[src/rtl/core/dlt_pkg.sv]
// shared constants for the delimiter line tokenizer: result kinds,
// line-end modes, control bytes and register indexes; no dependencies
`default_nettype none

package dlt_pkg;

   localparam int unsigned ByteWidth   = 8;
   localparam int unsigned KindWidth   = 2;
   localparam int unsigned LengthWidth = 16;
   localparam int unsigned ModeWidth   = 2;
   localparam int unsigned CountWidth  = 3;
   localparam int unsigned IndexWidth  = 3;
   localparam int unsigned NumDelims   = 4;

   localparam logic [ByteWidth-1:0] ByteLf = 8'd10;
   localparam logic [ByteWidth-1:0] ByteCr = 8'd13;

   localparam logic [KindWidth-1:0] KindSkip  = 2'd0;
   localparam logic [KindWidth-1:0] KindByte  = 2'd1;
   localparam logic [KindWidth-1:0] KindDelim = 2'd2;
   localparam logic [KindWidth-1:0] KindEol   = 2'd3;

   localparam logic [ModeWidth-1:0] ModeLf   = 2'd0;
   localparam logic [ModeWidth-1:0] ModeCrlf = 2'd2;

   localparam logic [IndexWidth-1:0] RegLineEndMode   = 3'd0;
   localparam logic [IndexWidth-1:0] RegDelimiterCnt  = 3'd1;
   localparam logic [IndexWidth-1:0] RegDelimiterA    = 3'd2;
   localparam logic [IndexWidth-1:0] RegDelimiterB    = 3'd3;
   localparam logic [IndexWidth-1:0] RegDelimiterC    = 3'd4;
   localparam logic [IndexWidth-1:0] RegDelimiterD    = 3'd5;

   localparam logic [CountWidth-1:0] CountReset  = 3'd1;
   localparam logic [ByteWidth-1:0]  DelimAReset = 8'd32;

endpackage

`default_nettype wire

[src/rtl/core/delimiter_line_tokenizer.sv]
// delimiter line tokenizer top level: byte classification, parser state
// and result register; depends on dlt_pkg
`default_nettype none

// Takes one byte per beat and returns exactly one result beat per byte: skipped,
// token byte, token ended by a delimiter, or line end with the token length
// (saturating at 65535). Each byte is classified against
// the configured delimiters and the parser state in a single pass and lands in
// the result register, so a new byte is taken every cycle while the result side
// keeps up; req_ready drops only while a result waits and rsp_ready is low.
// Configuration writes are always taken (csr_ready is tied high) and should be
// made only while no bytes are in flight.
module delimiter_line_tokenizer (
   input  wire logic                                clock,
   input  wire logic                                reset,
   input  wire logic                                req_valid,
   output logic                                     req_ready,
   input  wire logic [dlt_pkg::ByteWidth-1:0]       req_in_byte,
   output logic                                     rsp_valid,
   input  wire logic                                rsp_ready,
   output logic [dlt_pkg::KindWidth-1:0]            rsp_kind,
   output logic [dlt_pkg::ByteWidth-1:0]            rsp_out_byte,
   output logic [dlt_pkg::LengthWidth-1:0]          rsp_token_length,
   input  wire logic                                csr_valid,
   output logic                                     csr_ready,
   input  wire logic [dlt_pkg::IndexWidth-1:0]      csr_index,
   input  wire logic [dlt_pkg::ByteWidth-1:0]       csr_data
);
   import dlt_pkg::*;

   typedef enum logic [1:0] {
      PhaseIdle   = 2'd0,
      PhaseToken  = 2'd1,
      PhaseCrWait = 2'd2
   } phase_type;

   logic [ModeWidth-1:0]   mode_ff;
   logic [CountWidth-1:0]  count_ff;
   logic [ByteWidth-1:0]   delim_ff [NumDelims];

   phase_type              phase_ff, phase_in;
   logic [LengthWidth-1:0] length_ff, length_in;

   logic                   rsp_valid_ff;
   logic [KindWidth-1:0]   kind_ff, kind_in;
   logic [ByteWidth-1:0]   byte_ff, byte_in;
   logic [LengthWidth-1:0] rlen_ff, rlen_in;

   logic                   accept;
   logic                   is_delim, is_lf, is_cr, eol_start, crlf;
   logic [NumDelims-1:0]   delim_hit;

   assign csr_ready = 1'b1;
   assign req_ready = !rsp_valid_ff || rsp_ready;
   assign accept    = req_valid && req_ready;

   assign rsp_valid        = rsp_valid_ff;
   assign rsp_kind         = kind_ff;
   assign rsp_out_byte     = byte_ff;
   assign rsp_token_length = rlen_ff;

   // configuration registers, widths already match the fields
   always_ff @(posedge clock) begin
      if (reset) begin
         mode_ff     <= ModeLf;
         count_ff    <= CountReset;
         delim_ff[0] <= DelimAReset;
         delim_ff[1] <= '0;
         delim_ff[2] <= '0;
         delim_ff[3] <= '0;
      end else if (csr_valid && csr_ready) begin
         case (csr_index)
            RegLineEndMode:  mode_ff     <= csr_data[ModeWidth-1:0];
            RegDelimiterCnt: count_ff    <= csr_data[CountWidth-1:0];
            RegDelimiterA:   delim_ff[0] <= csr_data;
            RegDelimiterB:   delim_ff[1] <= csr_data;
            RegDelimiterC:   delim_ff[2] <= csr_data;
            RegDelimiterD:   delim_ff[3] <= csr_data;
            default: ;
         endcase
      end
   end

   // counts above four use all four registers
   always_comb begin
      for (int i = 0; i < NumDelims; i++) begin
         delim_hit[i] = (delim_ff[i] == req_in_byte)
                        && ((count_ff > CountWidth'(i)) || count_ff[CountWidth-1]);
      end
   end

   assign is_delim  = (req_in_byte == '0) || (|delim_hit);
   assign is_lf     = (req_in_byte == ByteLf);
   assign is_cr     = (req_in_byte == ByteCr);
   assign eol_start = (is_lf && mode_ff == ModeLf) || (is_cr && mode_ff != ModeLf);
   assign crlf      = (mode_ff == ModeCrlf);

   always_comb begin
      phase_in  = phase_ff;
      length_in = length_ff;
      kind_in   = KindSkip;
      byte_in   = '0;
      rlen_in   = '0;
      case (phase_ff)
         PhaseCrWait: begin
            if (is_lf) begin
               kind_in   = KindEol;
               rlen_in   = length_ff;
               phase_in  = PhaseIdle;
               length_in = '0;
            end
         end
         PhaseToken: begin
            if (!is_delim && !eol_start) begin
               kind_in = KindByte;
               byte_in = req_in_byte;
               if (length_ff != '1) length_in = length_ff + 1'b1;
            end else if (is_lf && mode_ff == ModeLf) begin
               kind_in   = KindEol;
               rlen_in   = length_ff;
               phase_in  = PhaseIdle;
               length_in = '0;
            end else if (is_cr && mode_ff != ModeLf) begin
               if (crlf) begin
                  // keep the length for the line end at the LF
                  phase_in = PhaseCrWait;
               end else begin
                  kind_in   = KindEol;
                  rlen_in   = length_ff;
                  phase_in  = PhaseIdle;
                  length_in = '0;
               end
            end else begin
               kind_in   = KindDelim;
               rlen_in   = length_ff;
               phase_in  = PhaseIdle;
               length_in = '0;
            end
         end
         default: begin
            phase_in  = PhaseIdle;
            length_in = '0;
            if (is_delim && !eol_start) begin
               kind_in = KindSkip;
            end else if (is_lf && mode_ff == ModeLf) begin
               kind_in = KindEol;
            end else if (is_cr) begin
               // stray cr in lf mode is eaten
               if (mode_ff == ModeLf) begin
                  kind_in = KindSkip;
               end else if (crlf) begin
                  phase_in = PhaseCrWait;
               end else begin
                  kind_in = KindEol;
               end
            end else begin
               kind_in   = KindByte;
               byte_in   = req_in_byte;
               phase_in  = PhaseToken;
               length_in = LengthWidth'(1);
            end
         end
      endcase
   end

   always_ff @(posedge clock) begin
      if (reset) begin
         phase_ff     <= PhaseIdle;
         length_ff    <= '0;
         rsp_valid_ff <= 1'b0;
      end else begin
         if (accept) begin
            phase_ff  <= phase_in;
            length_ff <= length_in;
         end
         if (accept) begin
            rsp_valid_ff <= 1'b1;
         end else if (rsp_ready) begin
            rsp_valid_ff <= 1'b0;
         end
      end
   end

   always_ff @(posedge clock) begin
      if (accept) begin
         kind_ff <= kind_in;
         byte_ff <= byte_in;
         rlen_ff <= rlen_in;
      end
   end

endmodule

`default_nettype wire

[config.mk]
export PLATFORM = sky130hd
export DESIGN_NAME = delimiter_line_tokenizer
export DESIGN_NICKNAME = d
export VERILOG_FILES = /design/src/rtl/core/dlt_pkg.sv /design/src/rtl/core/delimiter_line_tokenizer.sv
export SDC_FILE = /design/constraint.sdc
export NUM_CORES = 1
export LEC_CHECK = 0
export ABC_AREA = 0
export BUFFER_PORTS_ARGS = -buffer_cell sky130_fd_sc_hd__buf_4
export CORE_MARGIN = 1
export CORE_UTILIZATION = 35
export CTS_CLUSTER_DIAMETER = 100
export DETAILED_ROUTE_END_ITERATION = 8
export SLEW_MARGIN = 25
export SYNTH_ARGS = -nofsm -noshare
export SYNTH_HDL_FRONTEND = slang
export SYNTH_SLANG_ARGS = --single-unit
[constraint.sdc]
create_clock -name clock -period 4.6 [get_ports clock]
set_input_delay 0.23 -clock clock [delete_from_list [all_inputs] [get_ports clock]]
set_output_delay 0.23 -clock clock [all_outputs]
set_load 0.01 [all_outputs]
Yosys cells after proc, flatten, opt, wreduce, memory -nomap -nowiden. Memories as Yosys holds them, arrays and structs flattened. Index checks and enable logic that the tools add are counted.

$add $sub $neg: 1. Magnitude comparators: 4. Equal/unequal tests: 19. Mux-type cells: 65. Bitwise gates (word level): 4. Reduce and logical (&&, ||, !) cells: 29.

Operator list (count): 16-bit 2-to-1 mux (11); 8-bit 2-to-1 mux (8); 16-bit case mux with 2 select lines (2); 2-bit 2-to-1 mux (18); 8-bit == test (4); 1-bit 2-to-1 mux (23); 16-bit by 1-bit adder with 16-bit output (second input constant) (1); 8-bit by 4-bit == test with 1-bit output (second input constant) (2); 16-bit != test (second input constant) (1); 8-bit case mux with 2 select lines (1); 1-bit logical AND (9); 8-bit zero test (1); 2-bit case mux with 2 select lines (2); 1-bit logical OR (7); 3-bit by 2-bit == test with 1-bit output (second input constant) (2); 3-bit == test (second input constant) (2); 3-bit by 1-bit > comparator with 1-bit output (second input constant) (2); 3-bit by 2-bit > comparator with 1-bit output (second input constant) (2); 5-bit != test (second input constant) (1); 2-bit == test (second input constant) (2); 2-bit != test (second input constant) (2); 1-bit bitwise OR (4); 2-bit AND reduction (2); 4-bit AND reduction (1); other kinds (9) (12).

Flip-flop bits (word level): 50. Bits in writable memories: 32. Bits of input ports: 24. Output and inout port bits: 29. Word-level logic and storage cells: 131. Memories kept: 1.

Memory list: delim_ff (words 4, bits a word 8, rd ports 4, clocked after memory_dff 0, wr ports 4, line delimiter_line_tokenizer.sv:39) `logic [ByteWidth-1:0] delim_ff [NumDelims];`.

Logic depth before layout (Yosys ltp). Gate-level depths: netlist of the first run.

Depth in word-level cells: 9. Depth in mapped cells: 9. Mapped depth without buffers: 8.

Worst setup path after synthesis of the first run. No wires, ideal clock.

Kind: input -> register. Start: in req_in_byte[4] in the netlist's numbering. End: reg rlen_ff[0], in the netlist rsp_token_length[0] (data pin). Library setup time: 0.255 ns. Arrival time: 1.742 ns. Path slack: 2.603 ns. Cell stages on the path: 9. Buffers on the path: 2. Cells stage by stage: buf_4 -> nor4_4 -> nand2_1 -> nor3_2 -> nand2_1 -> o211ai_1 -> a21oi_2 -> buf_2 -> and2_1.

Cells in the longest elaborated chain, start to end: 8. Elaborated cells on any way between the ends: 24. Those cells by class: eq/ne: 6; mux: 5; reduce/logical: 13.

Ends and longest elaborated chain: start: declaration (line delimiter_line_tokenizer.sv:18) `input wire logic [dlt_pkg::ByteWidth-1:0] req_in_byte,`; 8-bit == test (line delimiter_line_tokenizer.sv:87) `delim_hit[i] = (delim_ff[i] == req_in_byte)`; 1-bit logical AND (line delimiter_line_tokenizer.sv:88) `&& ((count_ff > CountWidth'(i)) || count_ff[CountWidth-1]);`; 4-bit OR reduction (line delimiter_line_tokenizer.sv:92) `assign is_delim = (req_in_byte == '0) || (|delim_hit);`; 1-bit logical OR (line delimiter_line_tokenizer.sv:92); 1-bit zero test (line delimiter_line_tokenizer.sv:114) `if (!is_delim && !eol_start) begin`; 1-bit logical AND (line delimiter_line_tokenizer.sv:114); 16-bit 2-to-1 mux (line delimiter_line_tokenizer.sv:114); 16-bit case mux with 2 select lines (*) (line delimiter_line_tokenizer.sv:104) `case (phase_ff)`; named net rlen_in[0] (line delimiter_line_tokenizer.sv:47) `logic [LengthWidth-1:0] rlen_ff, rlen_in;`; end signal: assignment (line delimiter_line_tokenizer.sv:188) `rlen_ff <= rlen_in;`; end: declaration (line delimiter_line_tokenizer.sv:47).

Mark *: on every way through the listed nets, which the timed path passes. The rest lies on a longest branch. A chain may end at the register's enable or synchronous reset.

Worst setup path after layout of the first run.
Start: reg length_ff[0]. End: reg length_ff[8].

Cells in the longest elaborated chain, start to end: 4. Elaborated cells on any way between the ends: 7. Those cells by class: add/sub: 1; eq/ne: 2; mux: 3; reduce/logical: 1.

Ends and longest elaborated chain: start: declaration (line delimiter_line_tokenizer.sv:42) `logic [LengthWidth-1:0] length_ff, length_in;`; start signal: assignment (line delimiter_line_tokenizer.sv:174) `length_ff <= length_in;`; 16-bit by 1-bit adder with 16-bit output (line delimiter_line_tokenizer.sv:117) `if (length_ff != '1) length_in = length_ff + 1'b1;`; 16-bit 2-to-1 mux (line delimiter_line_tokenizer.sv:117); 16-bit 2-to-1 mux (line delimiter_line_tokenizer.sv:114); 16-bit case mux with 2 select lines (line delimiter_line_tokenizer.sv:104).

Parallel ways exist; a longest one is shown, timed or not. The select of a mux whose other input is x is not followed.

==> impl_metrics.toml, run 1 <==
[flow_run]
maxCapViolCount = 0

[synthesis]
ys.flop_type = "edfxtp_1"
yosys-top-cells-count = "58 x edfxtp_1, 52 x and2_1, 24 x dfxtp_1"
ys_warn_count = 0
synth-seq-cells = 82
synth_area_leaders = "edfxtp_1 42%, dfxtp_1 12%, and2_1 7.8%, xor2_1 4.0%, xnor2_1 2.9%"
synth.distinct_cells = 56
synth_cells = 372
synth_top_area_cell = "edfxtp_1"
syn_area_per_cell_um2 = 11.2
yosysMostFrequentCell = "edfxtp_1"
async_flop_share = 0
seq_area_frac_synth = 0.534
synth-edff-count = 58
synth_top_area_share = 0.419
syn-cell-area_um2 = 4160
syn_nets = 399

[sta]
fin_crit_ns = 2.52
fin_crit_sh = 0.547
drv_slew = 0
setup_viol = 0
fmax_mhz = 397
slew_headroom = 0.380
fin_setup_tns_ns = 0
rsz0062_at_grt = "no"
timing.final.ws_setup_ns = 2.08
fin_skew_ns = 0.00888
finalHoldViolCount = 0
worst_pin_slew_ns = 0.928

[placed_design]
pre_cts_slack_ns = 2.02
placed_area_um2 = 4610
portBuffers = 51
gp_congestion = 0.801
dpl.hpwl_mm = 6.14

[setup_path]
r2r_start = "length_ff[0]"
r2r-end = "length_ff[8]"
critical_path_class = "flop to flop"
arrival_ns = 2.76
cp-start-kind = "flop"
slowest_stage = "o31ai_4"
cp-end-kind = "flop"
cp_max_fo = 17
reg2reg_slack_ns = 2.08
worstPathCellList = "ha_1 -> nand4_1 -> nor4_1 -> nand3_1 -> o31ai_4 -> a21oi_1 -> o32ai_1"
required_ns = 4.84
slowest_delay_ns = 0.60
r2r_cells = 7
crit_family = "compound AO/OA/AOI/OAI gates"
cp.buffers_inverters = 0

[global_routing]
grt_pass1_vias = 2804
grt_max_degree = 44
grt_pass1_wl_mm = 13.9
grt_antenna_before_repair = 0
grt.total_usage = 0.144
grt-ovfl-total = 0

[floorplan]
io_pins = 53
die_area_um2 = 12300
die_h_um = 111
num_rows = 39
die_x_um = 111
core_region_area_um2 = 11500
initial_core_util = 0.361

[cts]
htreeDepth = 3
numCtsBuffers = 9
clock_sinks = 82
clk_pin_slew_ns = 0.06
postCtsSetupRepairBufs = 0
cts_tree = "built"
cts_root_buf = "clkbuf_16"
insertion_delay_ns = 0.34
postCtsHoldBufs = 0
post_cts_resize_count = 0
ctsLongestPathBuffers = 2

[routing]
finalWirelength_mm = 8.42
via_per_inst = 5.02
detail_route.iter0.violations = 104
ant_nets = 0
firstDrtPassIters = 8
drcViolationCount = 6
vias = 2830
wl_per_cell_um = 14.9

[cells_and_area]
nets = 443
fillers = 1104
antenna_cells = 0
fin_area_um2 = 4920
multi_input_area_um2 = 1750
syn2layout_area_growth_pct = 18.3
seq_area_um2 = 2220
post_route_cells_drive_above_1_share = 0.190
utilization = 0.427

[worst_hold_path]
hp-start = "req_valid"
holdCritPathClass = "input pin to flop"
holdPathEnd = "rsp_valid"
hold_depth = 3

[status]
failed_checks = "DRC"
status = "finished with violations"

[pwr]
ir_drop_v = 0.000216
total_power_uw = 1780
power_density_nw_per_um2 = 362
leakage_uw = 0.00168
how the worst max path moves through the flow:
stage,startpoint,end,slack [ns],depth (start not counted)
after global placement,length_ff[0],length_ff[14],2.10,7
after CTS,length_ff[0],length_ff[3],2.01,7
final,length_ff[0],length_ff[8],2.08,7
after global routing,length_ff[1],length_ff[7],1.78,7
after floorplan,req_in_byte[4],rsp_token_length[0],2.60,9
after detailed placement,length_ff[0],length_ff[3],2.02,7
worst reg2reg max path, cell delays in order, from the launching register on:
cell	delay (ns)
dfxtp_1	0.38
ha_1	0.24
nand4_1	0.19
nor4_1	0.41
nand3_1	0.23
o31ai_4	0.60
a21oi_1	0.10
o32ai_1	0.26
layout by cell type, fill, tap and decap left out, types with 2 or more instances in the layout:
master	Yosys	final
a21oi_1	20	20
nor3_1	12	12
inv_1	18	17
xor2_1	19	19
and2_1	52	52
dfxtp_1	24	24
o32ai_2	2	2
o32ai_1	9	9
nand2_1	13	13
clkinvlp_4	0	2
bufinv_16	0	2
clkbuf_1	2	2
xnor2_1	14	14
ha_1	3	3
nor2_1	14	14
o21ai_0	2	2
o21bai_1	5	5
nand3_1	12	12
o21ai_1	2	2
nand2b_1	6	6
nor2b_1	5	5
nor3_2	2	2
nor4_1	7	7
or3_1	14	14
mux2i_1	6	6
nand3b_1	2	2
a211oi_1	2	2
buf_4	10	51
nand4b_1	2	2
nand4_1	5	5
edfxtp_1	58	58
clkbuf_16	0	9
registers in the layout, indices dropped and copies added (netlist names):
signal and cells:
delim_ff 32, length_ff 16, count_ff 3, rsp_token_length 16, mode_ff 2, rsp_out_byte 8, rsp_valid 1, rsp_kind 2
phase_ff 2
metrics by stage:
stage,hold WS [ns],cells
after floorplan,0.348,372
after global placement,0.476,548
after detailed placement,0.488,548
after CTS,0.123,564
after global routing,0.134,564
final,0.140,564
cells by family (layout without fill, tap and decap cells):
| group | after synthesis | count (layout) | share of synthesized area |
|---|---|---|---|
| muxes | 6 | 6 | 0.0144 |
| AOI/OAI and AO/OA | 55 | 55 | 0.102 |
| other | 1 | 1 | 0.000901 |
| and+or+nand+nor | 155 | 155 | 0.226 |
| buffers and inverters | 37 | 86 | 0.0448 |
| xor gates and xnor gates | 33 | 33 | 0.0695 |
| DFF | 82 | 82 | 0.534 |
| adders and majority gates | 3 | 3 | 0.00902 |
layer usage:
metal | vias to the layer above | GRT usage | share of wire
met2 | 60 | 0.221 | 0.47
met3 | 12 | 0.0399 | 0.041
met1 | 1339 | 0.189 | 0.47
met5 | - | 0 | 0
li1 | 1419 | - | -
met4 | 0 | 0.0676 | 0.018
final cells by class:
type,instances,share of cell area
inverters,19,0.0145
well taps,143,0.0364
clock inverters,5,0.0163
clock buffers,11,0.0473
multi-input cells,253,0.356
flip-flops and latches,82,0.452
repair buffers,51,0.0778
power by group:
| part | internal (uW) | switching (uW) |
|---|---|---|
| combinational | 72.7 | 97.6 |
| clock | 475 | 285 |
| sequential | 831 | 18.5 |
| total | 1380 | 401 |
Note: power is estimated with default switching activity, not from simulation.
==> run 2: changes to the inputs <==
==> constraint.sdc (replaced) <==
create_clock -name clock -period 2.2 [get_ports clock]
set_input_delay 0.11 -clock clock [delete_from_list [all_inputs] [get_ports clock]]
set_output_delay 0.11 -clock clock [all_outputs]
set_load 0.01 [all_outputs]
==> impl_metrics.toml, run 2 (same netlist as run 1, synthesis figures left out) <==
[setup_path]
crit_cells = 7
cp.buffers_inverters = 0
cp-start-kind = "flop"
cp-startpoint = "length_ff[2]"
slowest_delay_ns = 0.41
slowest_stage = "or4_1"
cp-end-kind = "flop"
critical_path_class = "flop to flop"
cp_max_fo = 4
r2r_start = "length_ff[2]"
r2r_cells = 7
crit_family = "simple AND/OR/NAND/NOR gates"
reg2reg_slack_ns = 0.12
worstPathCellList = "nand3_2 -> nor3_2 -> nand3_1 -> or3_4 -> or3_1 -> or4_1 -> o32ai_1"
required_ns = 2.44
arrival_ns = 2.32
r2r-end = "length_ff[13]"

[pwr]
power_density_nw_per_um2 = 755
p_int_uw = 3020
p_sw_frac = 0.224
p_switching_uw = 874
leakage_uw = 0.00183
ir_drop_v = 0.000385
clkPwrFrac = 0.449
total_power_uw = 3900
power_frac_seq = 0.454
combPwrFrac = 0.097

[sta]
finalHoldViolCount = 0
drv_slew = 0
fin_crit_ns = 2.08
fin_crit_sh = 0.947
timing.final.ws_setup_ns = 0.117
slew_headroom = 0.476
setup_viol = 0
worst_pin_slew_ns = 0.779
fin_skew_ns = 0.00756
fmax_mhz = 480

[floorplan]
num_rows = 39
die_area_um2 = 12300
initial_core_util = 0.361
io_pins = 53
die_h_um = 111
die_x_um = 111
core_region_area_um2 = 11500

[cts]
clk_pin_slew_ns = 0.06
ctsLongestPathBuffers = 2
insertion_delay_ns = 0.33
htreeDepth = 3
numCtsBuffers = 9
clock_sinks = 82
cts_root_buf = "clkbuf_16"
cts_tree = "built"

[cells_and_area]
post_route_cells_drive_above_1_share = 0.248
antenna_cells = 0
fillers = 1067
final_cell_mix = "67 x buf_4, 58 x edfxtp_1, 52 x and2_1, 22 x dfxtp_1, 20 x a21oi_1"
largest-register = "delim_ff"
multi_input_area_um2 = 1790
syn2layout_area_growth_pct = 24.1
seq_area_um2 = 2220
final_common_cell = "buf_4"
utilization = 0.448
largest_reg_flops = 32
nets = 462

[placed_design]
gp_congestion = 0.815
dpl.hpwl_mm = 6.15
pre_cts_slack_ns = -0.0252
portBuffers = 51

[global_routing]
grt_antenna_before_repair = 0
grt_pass1_wl_mm = 14.3
grt-ovfl-total = 0
grt_pass1_vias = 2921
grt.total_usage = 0.146
grt_max_degree = 44

[routing]
drcViolationCount = 6
finalWirelength_mm = 8.53
ant_nets = 0
via_per_inst = 5.08
wl_per_cell_um = 14.6
firstDrtPassIters = 6
detail_route.iter0.violations = 117
vias = 2959

[worst_hold_path]
hold_depth = 3
hp-start = "req_valid"
holdPathEnd = "rsp_valid"
holdCritPathClass = "input pin to flop"

[status]
failed_checks = "DRC"
status = "finished with violations"

[flow_run]
maxCapViolCount = 0
==> run 2: cell count changes in the layout (fill, tap and decap cells not counted), moves of 2 or more <==
cell and delta:
buf_6 +2, dfxtp_1 -2, clkbuf_1 -2, inv_6 +3, buf_4 +16, dfxtp_2 +2, nor4_1 -2
==> run 2: how the worst max path moves through the flow <==
stage                               end  slack, ns
after global routing      length_ff[13]      -0.01
after detailed placement  length_ff[11]      -0.03
after floorplan           length_ff[13]       0.22
after global placement     length_ff[7]       0.07
final                     length_ff[13]       0.12
after CTS                  length_ff[0]       0.04
==> run 2: what timing repair did <==
item                                   CTS  global route
endpoints found under the hold margin    0             0
pin swaps                                0             5
resized for setup                        1            10
hold buffers                             0             0
setup endpoints to repair                9            31
setup buffers                            0             1
==> run 2: area by class of cell <==
cell class | instances | area share
Timing Repair Buffer | 70 | 0.106
Sequential cell | 82 | 0.431
Inverter | 19 | 0.0138
Tap cell | 143 | 0.0347
Clock inverter | 7 | 0.0240
Clock buffer | 9 | 0.0436
Multi-Input combinational cell | 253 | 0.347
==> run 2: power groups by stage <==
stage	clock [uW]	combinational, uW	sequential [uW]
6_report	1750	377	1770
3_3_place_gp	0	367	1800
2_1_floorplan	0	220	1810
4_1_cts	1790	375	1770
3_5_place_dp	0	373	1800
5_1_grt	1840	413	1780
==> run 2: per-stage QoR <==
stage	cells	TNS (ns)	hold WS, ns	cell area (um2)
6_report	583	0	0.0319	5160
5_1_grt	583	-0.0124	0.0464	5160
4_1_cts	582	0	0.0200	5110
3_5_place_dp	566	-0.0338	0.378	4750
3_3_place_gp	566	0	0.359	4750
2_1_floorplan	372	0	0.228	4160
==> run 2: per-layer routing <==
metal  GRT usage  vias to the layer above  wire length, um
met5           0                        -                0
met4      0.0495                        0               99
met3      0.0301                       12              371
met2       0.241                       79             4150
met1       0.191                     1409             3910
li1            -                     1459                -
==> run 2: worst min-delay path, cell delays in order <==
cell	delay (ns)
buf_4	0.11
inv_1	0.04
a21oi_1	0.05
